===== config.mk =====
export PLATFORM = sky130hd
export DESIGN_NAME = slip_frame_decoder_core
export DESIGN_NICKNAME = d
export VERILOG_FILES = /design/src/sfd_pkg.sv /design/src/slip_frame_decoder_core.sv /design/src/sfd_decode.sv
export VERILOG_INCLUDE_DIRS = /design/src /design/src/src
export SDC_FILE = /design/constraint.sdc
export NUM_CORES = 1
export LEC_CHECK = 0
export ABC_AREA = 0
export BUFFER_PORTS_ARGS = -buffer_cell sky130_fd_sc_hd__buf_2
export CORE_ASPECT_RATIO = 0.7
export CORE_MARGIN = 5
export CORE_UTILIZATION = 38
export DETAILED_ROUTE_END_ITERATION = 10
export SLEW_MARGIN = 10
export SYNTH_ARGS = -nofsm -noshare
export SYNTH_HDL_FRONTEND = slang
export SYNTH_HIERARCHICAL = 1
export SYNTH_SLANG_ARGS = --single-unit

===== constraint.sdc =====
create_clock -name clk -period 6.76 [get_ports clk]
set_input_delay 1.352 -clock clk [delete_from_list [all_inputs] [get_ports clk]]
set_output_delay 1.352 -clock clk [all_outputs]
set_load 0.02 [all_outputs]

===== src/slip_frame_decoder_core_assert.svh =====
// Assertion macros shared by the SLIP decoder modules
`ifndef SLIP_FRAME_DECODER_CORE_ASSERT_SVH
`define SLIP_FRAME_DECODER_CORE_ASSERT_SVH

// same-cycle implication, checked outside reset
`define SFD_ASSERT_NOW(label, ante, cons) \
    label: assert property (@(posedge clk) disable iff (!rst_n) (ante) |-> (cons)) \
        else $error("sfd check failed");

// next-cycle implication, checked outside reset
`define SFD_ASSERT_NEXT(label, ante, cons) \
    label: assert property (@(posedge clk) disable iff (!rst_n) (ante) |=> (cons)) \
        else $error("sfd check failed");

`endif


===== src/sfd_pkg.sv =====
// Types and constants for the SLIP frame decoder
`timescale 1ns / 1ps

package sfd_pkg;

    localparam logic [7:0] SLIP_END     = 8'hC0;
    localparam logic [7:0] SLIP_ESC     = 8'hDB;
    localparam logic [7:0] SLIP_ESC_END = 8'hDC;
    localparam logic [7:0] SLIP_ESC_ESC = 8'hDD;

    localparam logic [7:0] FRAME_LIMIT_RESET = 8'd32;

    typedef enum logic [1:0] {
        MODE_IDLE   = 2'd0,
        MODE_RECV   = 2'd1,
        MODE_ESCAPE = 2'd2
    } mode_t;

    typedef enum logic [1:0] {
        KIND_DATA  = 2'd0,
        KIND_END   = 2'd1,
        KIND_TRUNC = 2'd2,
        KIND_ABORT = 2'd3
    } kind_t;

    typedef struct packed {
        logic       line_error;
        logic [7:0] line_byte;
    } item_t;

    typedef struct packed {
        kind_t      kind;
        logic [7:0] frame_length;
        logic [7:0] byte_index;
        logic [7:0] data_byte;
    } res_t;

endpackage


===== src/slip_frame_decoder_core.sv =====
// Top level of the SLIP frame decoder
`timescale 1ns / 1ps

// SLIP receive decoder.
// Input stream: one line word per transfer, tdata = line_byte, tuser = line_error.
// Output stream: at most one result word per input word; tuser = kind
// (data, frame end, truncated, aborted), tdata = data_byte, byte_index,
// frame_length from the lowest bit up.
// A frame opens on 0xC0, closes on the next 0xC0; 0xDB escapes the next word.
// Decoded words past frame_limit truncate the frame; a line error aborts it.
// frame_limit is written through cfg_we / cfg_data; the user must write it only
// while the block is idle, as the block itself does not enforce this. Throughput:
// one input word per cycle unless a stall drops s_axis_tready. A taken word waits
// in the input register while the combinational decode fills the result register.
// Reset clears both valid flags, sets the decoder idle with a zero count and
// frame_limit to 32.
// When the receiver stalls, a word in the input register that yields no result
// still moves on; one that yields a result waits there and s_axis_tready drops
// until the held result is taken.
module slip_frame_decoder_core
    import sfd_pkg::*;
(
    input  logic        clk,
    input  logic        rst_n,
    input  logic        cfg_we,
    input  logic [7:0]  cfg_data,
    input  logic        s_axis_tvalid,
    output logic        s_axis_tready,
    input  logic [7:0]  s_axis_tdata,   // [7:0] line_byte
    input  logic        s_axis_tuser,   // [0] line_error
    output logic        m_axis_tvalid,
    input  logic        m_axis_tready,
    output logic [23:0] m_axis_tdata,   // [7:0] data_byte, [15:8] byte_index, [23:16] frame_length
    output logic [1:0]  m_axis_tuser    // [1:0] kind
);

`include "slip_frame_decoder_core_assert.svh"

    logic [7:0] frame_limit_reg;
    logic       in_valid_reg;
    logic       in_valid_next;
    item_t      in_item_reg;
    logic       out_valid_reg;
    logic       out_valid_next;
    res_t       out_res_reg;
    logic       advance;
    logic       res_valid;
    res_t       res;

    always_ff @(posedge clk or negedge rst_n)
    begin
        if (!rst_n)
            frame_limit_reg <= FRAME_LIMIT_RESET;
        else if (cfg_we)
            frame_limit_reg <= cfg_data;
    end

    sfd_decode u_decode (
        .clk         (clk),
        .rst_n       (rst_n),
        .step        (advance),
        .item        (in_item_reg),
        .frame_limit (frame_limit_reg),
        .res_valid   (res_valid),
        .res         (res)
    );

    // a word with no result may leave even while the output is stalled
    assign advance       = in_valid_reg && (!res_valid || !out_valid_reg || m_axis_tready);
    assign s_axis_tready = !in_valid_reg || advance;

    always_comb
    begin
        in_valid_next = in_valid_reg;
        if (s_axis_tvalid && s_axis_tready)
            in_valid_next = 1'b1;
        else if (advance)
            in_valid_next = 1'b0;

        out_valid_next = out_valid_reg;
        if (advance && res_valid)
            out_valid_next = 1'b1;
        else if (m_axis_tready)
            out_valid_next = 1'b0;
    end

    always_ff @(posedge clk or negedge rst_n)
    begin
        if (!rst_n)
        begin
            in_valid_reg  <= 1'b0;
            out_valid_reg <= 1'b0;
        end
        else
        begin
            in_valid_reg  <= in_valid_next;
            out_valid_reg <= out_valid_next;
        end
    end

    always_ff @(posedge clk)
    begin
        if (s_axis_tvalid && s_axis_tready)
        begin
            in_item_reg.line_byte  <= s_axis_tdata;
            in_item_reg.line_error <= s_axis_tuser;
        end
        if (advance && res_valid)
            out_res_reg <= res;
    end

    assign m_axis_tvalid = out_valid_reg;
    assign m_axis_tdata  = {out_res_reg.frame_length, out_res_reg.byte_index,
                            out_res_reg.data_byte};
    assign m_axis_tuser  = out_res_reg.kind;

    `SFD_ASSERT_NEXT(a_input_held, in_valid_reg && !advance,
        in_valid_reg && $stable(in_item_reg))
    `SFD_ASSERT_NEXT(a_result_loaded, advance && res_valid,
        out_valid_reg && out_res_reg == $past(res))

endmodule


===== src/sfd_decode.sv =====
// SLIP decode state machine: mode and byte count, one word per step
`timescale 1ns / 1ps

module sfd_decode
    import sfd_pkg::*;
(
    input  logic       clk,
    input  logic       rst_n,
    input  logic       step,
    input  item_t      item,
    input  logic [7:0] frame_limit,
    output logic       res_valid,
    output res_t       res
);

`include "slip_frame_decoder_core_assert.svh"

    mode_t      mode_reg;
    mode_t      mode_next;
    logic [7:0] byte_count_reg;
    logic [7:0] byte_count_next;
    logic [7:0] esc_value;

    always_ff @(posedge clk or negedge rst_n)
    begin
        if (!rst_n)
        begin
            mode_reg       <= MODE_IDLE;
            byte_count_reg <= 8'd0;
        end
        else if (step)
        begin
            mode_reg       <= mode_next;
            byte_count_reg <= byte_count_next;
        end
    end

    always_comb
    begin
        priority if (item.line_byte == SLIP_ESC_END)
            esc_value = SLIP_END;
        else if (item.line_byte == SLIP_ESC_ESC)
            esc_value = SLIP_ESC;
        else
            esc_value = item.line_byte;
    end

    always_comb
    begin
        mode_next       = mode_reg;
        byte_count_next = byte_count_reg;
        res_valid       = 1'b0;
        res             = '0;

        if (item.line_error)
        begin
            mode_next = MODE_IDLE;
            if (mode_reg == MODE_RECV || mode_reg == MODE_ESCAPE)
            begin
                res_valid        = 1'b1;
                res.kind         = KIND_ABORT;
                res.frame_length = byte_count_reg;
            end
        end
        else
        begin
            unique case (mode_reg)
                MODE_RECV, MODE_ESCAPE:
                begin
                    if (mode_reg == MODE_RECV && item.line_byte == SLIP_END)
                    begin
                        mode_next        = MODE_IDLE;
                        res_valid        = 1'b1;
                        res.kind         = KIND_END;
                        res.frame_length = byte_count_reg;
                    end
                    else if (mode_reg == MODE_RECV && item.line_byte == SLIP_ESC)
                    begin
                        mode_next = MODE_ESCAPE;
                    end
                    else if (byte_count_reg < frame_limit)
                    begin
                        // store the decoded word
                        mode_next       = MODE_RECV;
                        byte_count_next = byte_count_reg + 8'd1;
                        res_valid       = 1'b1;
                        res.kind        = KIND_DATA;
                        res.data_byte   = (mode_reg == MODE_ESCAPE) ? esc_value
                                                                     : item.line_byte;
                        res.byte_index  = byte_count_reg;
                    end
                    else
                    begin
                        // frame full: drop the word and close as truncated
                        mode_next        = MODE_IDLE;
                        res_valid        = 1'b1;
                        res.kind         = KIND_TRUNC;
                        res.frame_length = byte_count_reg;
                    end
                end
                default:
                begin
                    // idle, and the unused mode code
                    if (item.line_byte == SLIP_END)
                    begin
                        mode_next       = MODE_RECV;
                        byte_count_next = 8'd0;
                    end
                    else
                    begin
                        mode_next = MODE_IDLE;
                    end
                end
            endcase
        end
    end

    `SFD_ASSERT_NEXT(a_data_counts, step && res_valid && res.kind == KIND_DATA,
        byte_count_reg == $past(byte_count_reg) + 8'd1 && mode_reg == MODE_RECV)
    `SFD_ASSERT_NEXT(a_error_idles, step && item.line_error, mode_reg == MODE_IDLE)
    `SFD_ASSERT_NOW(a_index_in_limit, res_valid && res.kind == KIND_DATA,
        res.byte_index < frame_limit)

endmodule


==> flow_summary_export.csv <==
group,metric,value,unit
run_status,outcome,"complete, no violations",
synth,synth_nets,235,
timing,hold_viol_final,0,
grt,grt.met1_usage,20.2,%
finish,finalNonFillerCells,350,
power_and_ir_drop,p_leak,1.29,nW
synth,async_flop_share,36.4,%
floorplan,die_y,79.5,um
floorplan,num_rows,25,
synth,netlist_instances,203,
timing,final-setup-viol-count,0,
finish,final_area,3070,um^2
synth,synth_area_per_cell,12.9,um^2
finish,final_util,45.6,%
power_and_ir_drop,ir_worst_vdd,0.0000770,V
cts,clk_pin_slew_worst_paths,0.10,ns
floorplan,dieArea,8680,um^2
synth,synth-seq-cells,55,
timing,finalClockSkew,0.0114,ns
placed_design,gp_congestion,0.805,
detailed_routing,first_pass_iters,4,
detailed_routing,dr_total_vias,1699,
finish,insertedDiodeCount,0,
grt,grt_overflow,0,
critical_path,endpoint_kind,"output pin",
grt,use_met2,14.2,%
critical_path,critPathMaxFanout,5,
detailed_routing,ant_nets,0,
detailed_routing,vias_per_cell,4.85,
detailed_routing,drt_iter0_markers,98,
cts,cts-resized-gates,0,
synth,yosysTopAreaCell,"edfxtp_1",
grt,track_usage,12.0,%
grt,grt_pass1_vias,1548,
cts,post_cts_buffers,0,
synth,synthTopCellsByArea,"edfxtp_1, dfrtp_1, ha_1",
timing,rsz0062_at_grt,"no",
synth,synth.distinct_cells,44,
finish,syn2layout_area_growth,17.0,%
grt,grt_busiest_layer,"met1",
synth,netlist_area,2620,um^2
placed_design,io_buffers,49,
placed_design,pre_cts_ws,3.56,ns
timing,max_freq,293,MHz
grt,grt_max_degree,27,
timing,period_minus_slack,3.41,ns
synth,synth.yosys.seq_area_share,59.3,%
synth,synthFlopType,"edfxtp_1",
timing,post-route-worst-setup-slack,3.35,ns
critical_path,start_kind,"flop",
finish,largest_reg_flops,24,
detailed_routing,drt-wirelength-per-cell,14.4,um
synth,netlist.area_leader.share,40.1,%
synth,ys_warn_count,6,
worst_hold_path,hold_path_class,"flop to flop",
cts,clock_path_buffers,2,
timing,final.period_utilization,50.5,%
power_and_ir_drop,p_per_area,207,nW/um^2
floorplan,io_pins,50,
run,max-cap-violations,0,
critical_path,crit_arrival,2.06,ns
detailed_routing,routed_wl,5020,um
timing,slew_headroom,42.9,%
cts,insertion_delay,0.30,ns
placed_design,placed_area,2960,um^2
grt,grt_pass1_wl,8020,um
timing,tightest_slew,0.856,ns
timing,whs,0.512,ns
grt,antenna_found_initial,0,
critical_path,criticalPathCategory,"flop to output pin",
critical_path,worst_ep_required_time,5.41,ns
cts,numCtsBuffers,5,
finish,layout-drive-gt1-share,32.0,%
timing,final_max_slew_viol_count,0,
floorplan,core-area,6730,um^2
detailed_routing,post-route-drc-count,0,
timing,fin_setup_tns,0,ns
placed_design,dp_hpwl,3740,um
cts,root_buffer,"clkbuf_8",
cts,htreeDepth,2,
power_and_ir_drop,p_total,0.634,mW
grt,gr-usage-met3,4.04,%
floorplan,die_w,109,um
synth,synth_edf_count,35,
cts,cts_sinks,55,
finish,nets,287,
floorplan,start_util,39.0,%
cts,cts_tree,"done",
placed_design,dp.cells,342,
cts,hold_buffers,0,
[placed cells by master (no fill, tap or decap), types with 2 or more instances in the layout]
master	Yosys	layout
nor3_1	5	5
nor2b_1	3	3
a21oi_1	5	5
mux2_4	8	8
nor4_1	6	6
a31oi_1	2	2
o211ai_1	2	2
and2_1	8	8
nand2b_1	7	7
and2_4	4	4
mux2i_1	8	8
nand4b_1	2	2
nor2_1	7	6
nand3_1	3	3
o21ai_0	2	2
nand4_1	3	3
buf_2	0	49
inv_1	14	14
and3_1	2	2
dfrtp_1	19	19
edfxtp_1	35	35
nor3b_1	7	7
nand2_1	17	17
ha_1	10	10
clkbuf_8	0	5
[final cells by class]
class | instances | area, um^2
Clock buffer | 5 | 68.8
Clock inverter | 3 | 38.8
Fill cell | 618 | 3660
Inverter | 14 | 52.6
Multi-Input combinational cell | 129 | 983
Sequential cell | 55 | 1550
Tap cell | 94 | 118
Timing Repair Buffer | 50 | 253
[final timing paths]
path	from	endpoint	slack, ns	depth (start not counted)
worst max-delay path	in_item_reg[2]$_DFFE_PP_	s_axis_tready	3.35	5
worst min-delay path	frame_limit_reg[0]$_DFFE_PN0P_	frame_limit_reg[0]$_DFFE_PN0P_	0.51	1
worst max register to register	in_item_reg[2]$_DFFE_PP_	u_decode/byte_count_reg[3]$_DFFE_PN0P_	3.68	8
worst min register to register	frame_limit_reg[0]$_DFFE_PN0P_	frame_limit_reg[0]$_DFFE_PN0P_	0.51	1
max in group asynchronous	rst_n	frame_limit_reg[5]$_DFFE_PN1P_	5.44	1
min in group asynchronous	rst_n	frame_limit_reg[6]$_DFFE_PN0P_	0.98	1
[synthesized netlist by cell type, types with 2 or more instances]
master,count
edfxtp_1,35
dfrtp_1,19
nand2_1,17
inv_1,14
ha_1,10
and2_1,8
mux2_4,8
mux2i_1,8
nand2b_1,7
nor2_1,7
nor3b_1,7
nor4_1,6
a21oi_1,5
nor3_1,5
and2_4,4
clkbuf_1,3
nand3_1,3
nand4_1,3
nor2b_1,3
a31oi_1,2
and3_1,2
buf_6,2
nand4b_1,2
o211ai_1,2
o21ai_0,2
[logic make-up after synthesis]
group,Yosys count,synth area share (%)
AND/OR/NAND/NOR,82,18.8
flip-flops,55,59.3
AO/OA/AOI/OAI,21,6.26
buffers and inverters,19,3.30
multiplexers,16,7.64
adder cells (fa/ha/maj),10,4.78
[report_power, final]
| group | total, mW | internal [mW] | switching (mW) |
|---|---|---|---|
| registers | 0.381 | 0.368 | 0.0131 |
| clock network | 0.213 | 0.109 | 0.105 |
| logic | 0.0402 | 0.0209 | 0.0193 |
| total | 0.634 | 0.497 | 0.137 |
[layer usage]
metal | vias up | share of wire (%) | routed length [um]
li1 | 836 | - | -
met1 | 802 | 54 | 2740
met2 | 57 | 37 | 1880
met3 | 4 | 7.6 | 380
met4 | 0 | 0.56 | 28
met5 | - | 0 | 0
[worst max-delay path, stage by stage (launching register included)]
cell and delay [ns]:
edfxtp_1 0.45, nand4bb_2 0.32, nor3_1 0.43, a21oi_1 0.19
nand4b_1 0.18, buf_2 0.19
No activity file was read; power rests on OpenSTA's default activity.
